<file path="src/design/assert_macros.svh">
// Assertion helpers shared by the RTL files.
`ifndef ASSERT_MACROS_SVH
`define ASSERT_MACROS_SVH
`ifndef SYNTHESIS
`define C3RB_ASSERT(label, clk, rst_n, prop) \
  label: assert property (@(posedge clk) disable iff (!rst_n) (prop)) \
    else $error("c3rb assertion failed");
`define C3RB_ASSERT_NEXT(label, clk, rst_n, ante, cons) \
  label: assert property (@(posedge clk) disable iff (!rst_n) (ante) |=> (cons)) \
    else $error("c3rb assertion failed");
`else
`define C3RB_ASSERT(label, clk, rst_n, prop)
`define C3RB_ASSERT_NEXT(label, clk, rst_n, ante, cons)
`endif
`endif

</file>
<file path="src/design/c3rb_pkg.sv">
`default_nettype none
package c3rb_pkg;

  localparam int MaxWidth   = 1024;
  localparam int MaxHeight  = 1024;
  localparam int ColW       = $clog2(MaxWidth);
  localparam int RowW       = $clog2(MaxHeight);
  localparam int DimW       = 11;
  localparam int KernW      = 36;
  localparam int PixW       = 8;
  localparam int CoefW      = 4;
  localparam int OutRowW    = 10;
  localparam int OutColW    = 10;
  localparam int CfgIdxW    = 2;
  localparam int CfgDataW   = 36;
  localparam int ProdW      = PixW + 1 + CoefW;
  localparam int SumW       = 16;
  localparam int RecipW     = 13;
  localparam int Recip9     = 7282;
  localparam int RecipShift = 16;
  localparam int QProdW     = SumW - 1 + RecipW;
  localparam int QuotW      = QProdW - RecipShift;

  localparam logic [DimW-1:0]  ImageWidthRst   = DimW'(640);
  localparam logic [DimW-1:0]  ImageHeightRst  = DimW'(480);
  localparam logic [KernW-1:0] KernelCoeffsRst = 36'h11010F0FF;

  typedef enum logic [CfgIdxW-1:0] {
    CfgImageWidth   = 2'd0,
    CfgImageHeight  = 2'd1,
    CfgKernelCoeffs = 2'd2
  } cfg_idx_e;

  typedef logic [PixW-1:0] pix_t;
  typedef pix_t [8:0] win_t;

  typedef struct packed {
    win_t             pix;
    logic [RowW-1:0]  row;
    logic [ColW-1:0]  col;
    logic             last;
  } job_t;

  function automatic logic signed [CoefW-1:0] coeff_at(input logic [KernW-1:0] kern,
                                                        input logic [3:0] idx);
    coeff_at = kern[CoefW*idx +: CoefW];
  endfunction

endpackage
`default_nettype wire

</file>
<file path="src/design/c3rb_mac.sv">
`default_nettype none
`include "assert_macros.svh"
module c3rb_mac (
  input  wire logic                       clk_i,
  input  wire logic                       rst_ni,
  input  wire logic [c3rb_pkg::KernW-1:0] kernel_coeffs_i,
  input  wire logic                       job_valid_i,
  input  wire c3rb_pkg::job_t             job_i,
  output logic                            job_ready_o,
  output logic                            res_valid_o,
  input  wire logic                       res_ready_i,
  output logic [c3rb_pkg::PixW-1:0]       value_o,
  output logic [c3rb_pkg::OutRowW-1:0]    out_row_o,
  output logic [c3rb_pkg::OutColW-1:0]    out_col_o,
  output logic                            frame_end_o
);
  import c3rb_pkg::*;

  logic                   p1_valid_q, p1_free, p1_go;
  job_t                   p1_job_q;
  logic                   p2_valid_q, p2_free, p2_go;
  logic signed [SumW-1:0] p2_sum_q, sum;
  logic [RowW-1:0]        p2_row_q;
  logic [ColW-1:0]        p2_col_q;
  logic                   p2_last_q;
  logic                   o_valid_q, o_free;
  logic [PixW-1:0]        value_q, value_d;
  logic [OutRowW-1:0]     row_q;
  logic [OutColW-1:0]     col_q;
  logic                   last_q;
  logic [QProdW-1:0]      qprod;
  logic [QuotW-1:0]       quot;

  assign o_free      = !o_valid_q || res_ready_i;
  assign p2_go       = p2_valid_q && o_free;
  assign p2_free     = !p2_valid_q || o_free;
  assign p1_go       = p1_valid_q && p2_free;
  assign p1_free     = !p1_valid_q || p2_free;
  assign job_ready_o = p1_free;

  always_ff @(posedge clk_i or negedge rst_ni) begin
    if (!rst_ni) begin
      p1_valid_q <= 1'b0;
      p2_valid_q <= 1'b0;
      o_valid_q  <= 1'b0;
    end else begin
      if (p1_free) begin
        p1_valid_q <= job_valid_i;
      end
      if (p2_free) begin
        p2_valid_q <= p1_go;
      end
      if (o_free) begin
        o_valid_q <= p2_go;
      end
    end
  end

  always_ff @(posedge clk_i) begin
    if (p1_free && job_valid_i) begin
      p1_job_q <= job_i;
    end
  end

  always_comb begin
    logic signed [PixW:0]    px_s;
    logic signed [ProdW-1:0] prod;
    sum = '0;
    for (int k = 0; k < 9; k++) begin
      px_s = {1'b0, p1_job_q.pix[k]};
      prod = px_s * coeff_at(kernel_coeffs_i, 4'(k));
      sum  = sum + SumW'(prod);
    end
  end

  always_ff @(posedge clk_i) begin
    if (p1_go) begin
      p2_sum_q  <= sum;
      p2_row_q  <= p1_job_q.row;
      p2_col_q  <= p1_job_q.col;
      p2_last_q <= p1_job_q.last;
    end
  end

  // Division by nine uses a rounded-up reciprocal, exact over the sum's range.
  always_comb begin
    qprod = QProdW'(p2_sum_q[SumW-2:0]) * QProdW'(Recip9);
    quot  = qprod[QProdW-1:RecipShift];
    if (p2_sum_q[SumW-1]) begin
      value_d = '0;
    end else if (quot > QuotW'(255)) begin
      value_d = '1;
    end else begin
      value_d = quot[PixW-1:0];
    end
  end

  always_ff @(posedge clk_i) begin
    if (p2_go) begin
      value_q <= value_d;
      row_q   <= p2_row_q[OutRowW-1:0];
      col_q   <= p2_col_q[OutColW-1:0];
      last_q  <= p2_last_q;
    end
  end

  assign res_valid_o = o_valid_q;
  assign value_o     = value_q;
  assign out_row_o   = row_q;
  assign out_col_o   = col_q;
  assign frame_end_o = last_q;

  `C3RB_ASSERT_NEXT(a_neg_to_zero, clk_i, rst_ni, (p2_go && p2_sum_q[SumW-1]), (value_q == '0))
endmodule
`default_nettype wire

</file>
<file path="config.mk">
export PLATFORM = sky130hd
export DESIGN_NAME = c3rb_mac
export DESIGN_NICKNAME = d
export VERILOG_FILES = /design/src/design/c3rb_pkg.sv /design/src/design/c3rb_mac.sv
export VERILOG_INCLUDE_DIRS = /design/src /design/src/design
export SDC_FILE = /design/constraint.sdc
export NUM_CORES = 1
export LEC_CHECK = 0
export BUFFER_PORTS_ARGS = -buffer_cell sky130_fd_sc_hd__buf_2
export CORE_ASPECT_RATIO = 0.75
export CORE_UTILIZATION = 45
export DETAILED_ROUTE_END_ITERATION = 6
export REMOVE_ABC_BUFFERS = 1
export SLEW_MARGIN = 20
export SYNTH_ARGS = -nofsm -noshare
export SYNTH_HDL_FRONTEND = slang
export SYNTH_SLANG_ARGS = --single-unit
</file>
<file path="constraint.sdc">
create_clock -name clk_i -period 7.6 [get_ports clk_i]
set_clock_uncertainty 0.05 [all_clocks]
set_input_delay 0.38 -clock clk_i [delete_from_list [all_inputs] [get_ports clk_i]]
set_output_delay 0.38 -clock clk_i [all_outputs]
set_load 0.02 [all_outputs]
</file>
==> results.json <==
{
  "status": "complete, no violations",
  "synth-seq-cells": 162,
  "io_buffers": 163,
  "rows": 63,
  "final_util": 0.5132,
  "synth.largest_area_cell": "fa_1",
  "min-delay-path-class": "in -> reg",
  "synthTopCellsByArea": "fa_1, edfxtp_1, ha_1",
  "critical_path.max_fanout": 4,
  "boundaryPins": 164,
  "dr.pass1.iters": 5,
  "initial_utilization": 0.4617,
  "htree_num_levels": 4,
  "start_kind": "register",
  "path_class": "reg -> reg",
  "critPathCaptureType": "register",
  "worst_slack_ps": 638.8,
  "relSlewSlack": 0.4744,
  "worst_ep_required_time_ps": 7750,
  "layout_commonest_cell": "inv_1",
  "cts_buffers": 17,
  "drv_slew": 0,
  "core_um2": 39960,
  "worst_pin_slew_ps": 788.5,
  "antenna_found_initial": 0,
  "ys_warn_count": 0,
  "grt_use_total": 0.2160,
  "vias": 11184,
  "synth_top_area_share": 0.3765,
  "wirelength_mm": 41.88,
  "ys_types": 50,
  "drive_gt1_frac": 0.1143,
  "clk_pin_slew_ps": 80,
  "grt_first_pass_wirelength_mm": 67.25,
  "final_nets": 2450,
  "die_w_um": 235.8,
  "hold_viol": 0,
  "async_reset_ff_frac": 0.01852,
  "wirelength_met1_mm": 21.12,
  "regArea_um2": 4850,
  "antennaDiodeCount": 0,
  "place_congestion": 0.9150,
  "wl_met2_mm": 18.16,
  "cts_num_sinks": 162,
  "grt-ovfl-total": 0,
  "setup_viol": 0,
  "cts_tree": "yes",
  "hpwl_mm": 37.03,
  "post-route-min-period_ps": 6961,
  "wl_per_cell_um": 18.03,
  "drc": 0,
  "routed-wl-met3_mm": 2.278,
  "fmax_mhz": 143.7,
  "drv_cap": 0,
  "dieArea_um2": 41820,
  "grt_pass1_vias": 12093,
  "fillers": 3613,
  "via_per_inst": 4.814,
  "drtIter0Drc": 629,
  "postRouteAntennaNets": 0,
  "avgSynthCellArea_um2": 11.49,
  "grt_max_degree": 60,
  "synthFlopType": "edfxtp_1",
  "clock_latency_ps": 460,
  "final_cell_mix": "inv_1, fa_1, ha_1",
  "fp.dieH_um": 177.4,
  "multi_input_area_um2": 11890,
  "dpl_cell_area_um2": 19940,
  "fin_crit_sh": 0.9160,
  "rsz0062_at_grt": "false",
  "ys_seq_area_frac": 0.2629,
  "syn_area_um2": 18450,
  "root_buffer": "clkbuf_16",
  "top_layer": "met4",
  "setup_tns_ps": 0,
  "synthCells": 1606,
  "synth_edf_count": 159,
  "dp_slack_ps": 360.7,
  "fin_area_um2": 20510,
  "area_delta_synth_final_pct": 11.16,
  "critPathArrivalTime_ps": 7110,
  "clock_path_buffers": 2
}
==> cells by family after synthesis <==
logic type | count (synthesis) | synth area share
AOI/OAI and AO/OA | 70 | 0.02943
xor gates and xnor gates | 32 | 0.01519
and+or+nand+nor | 358 | 0.1006
DFF | 162 | 0.2629
adders and majority gates | 527 | 0.4986
buffers and inverters | 456 | 0.09284
muxes | 1 | 0.0005425
==> final timing paths <==
check	start	slack [ps]	end	depth (start not counted)
min	job_i[77]	40	p1_job_q[77]	1
max reg2reg	p1_job_q[38]	640	p2_sum_q[15]	21
max	p1_job_q[38]	640	p2_sum_q[15]	21
max in group asynchronous	rst_ni	7180	res_valid_o	2
min reg2reg	p1_job_q[12]	370	p2_row_q[1]	0
min in group asynchronous	rst_ni	210	p1_valid_q	2
==> final cells by class <==
cell class	count	area share
Clock buffer	18	0.02092
Timing Repair Buffer	168	0.04173
Inverter	453	0.08291
Tap cell	520	0.03172
Sequential cell	162	0.2365
Clock inverter	14	0.006528
Multi-Input combinational cell	988	0.5797
==> routing by layer <==
layer	track usage	vias up
met5	0	-
met4	0.04167	0
met3	0.05211	18
met2	0.3162	212
met1	0.3263	5700
li1	-	5254
==> worst max-delay path, stage by stage, from the launching register on <==
cell      delay [ps]
edfxtp_1         470
and2_1           220
fa_1             530
inv_1             50
fa_1             520
inv_1             50
fa_1             490
fa_1             510
inv_1             50
fa_1             530
fa_1             440
fa_1             490
inv_1             50
fa_1             460
ha_1             300
a21o_1           160
a21oi_1          240
o21ai_0          160
a311oi_1         440
nor3b_1          110
a211oi_1         280
xnor2_1          110
==> synthesized netlist by cell type (4+ instances only) <==
cell      number
o31ai_1        4
o21bai_1       4
a211oi_1       4
a41oi_1        9
edfxtp_1     159
o21ai_0        9
xnor2_1       27
and2_1       136
nor2_1        44
nand2_1      105
a21oi_1       11
nor2b_1       16
ha_1         180
xor2_1         5
nand3_1        6
fa_1         347
nor3_1         6
nand2b_1      33
inv_1        452
==> what timing repair did <==
action	CTS	global route
resized for setup	0	0
hold buffers	1	0
buffers inserted	0	0
hold endpoints to repair	3	0
==> metrics by stage <==
stage	hold slack [ps]	instances
final	35.99	2323
after global routing	10.44	2323
after CTS	1.719	2323
after detailed placement	131.7	2290
after global placement	129.8	2290
after floorplan	34.41	1603
==> state kept, by name, summed over array words and instances (netlist names), 8 cells and up <==
register and count:
p1_job_q 93, out_col_o 10, p2_row_q 10, out_row_o 10, p2_col_q 10, value_o 8
p2_sum_q 16
Power is left out: the tool's default activity adds up to more than one toggle a clock period on the data nets, which glitch-free logic cannot reach.
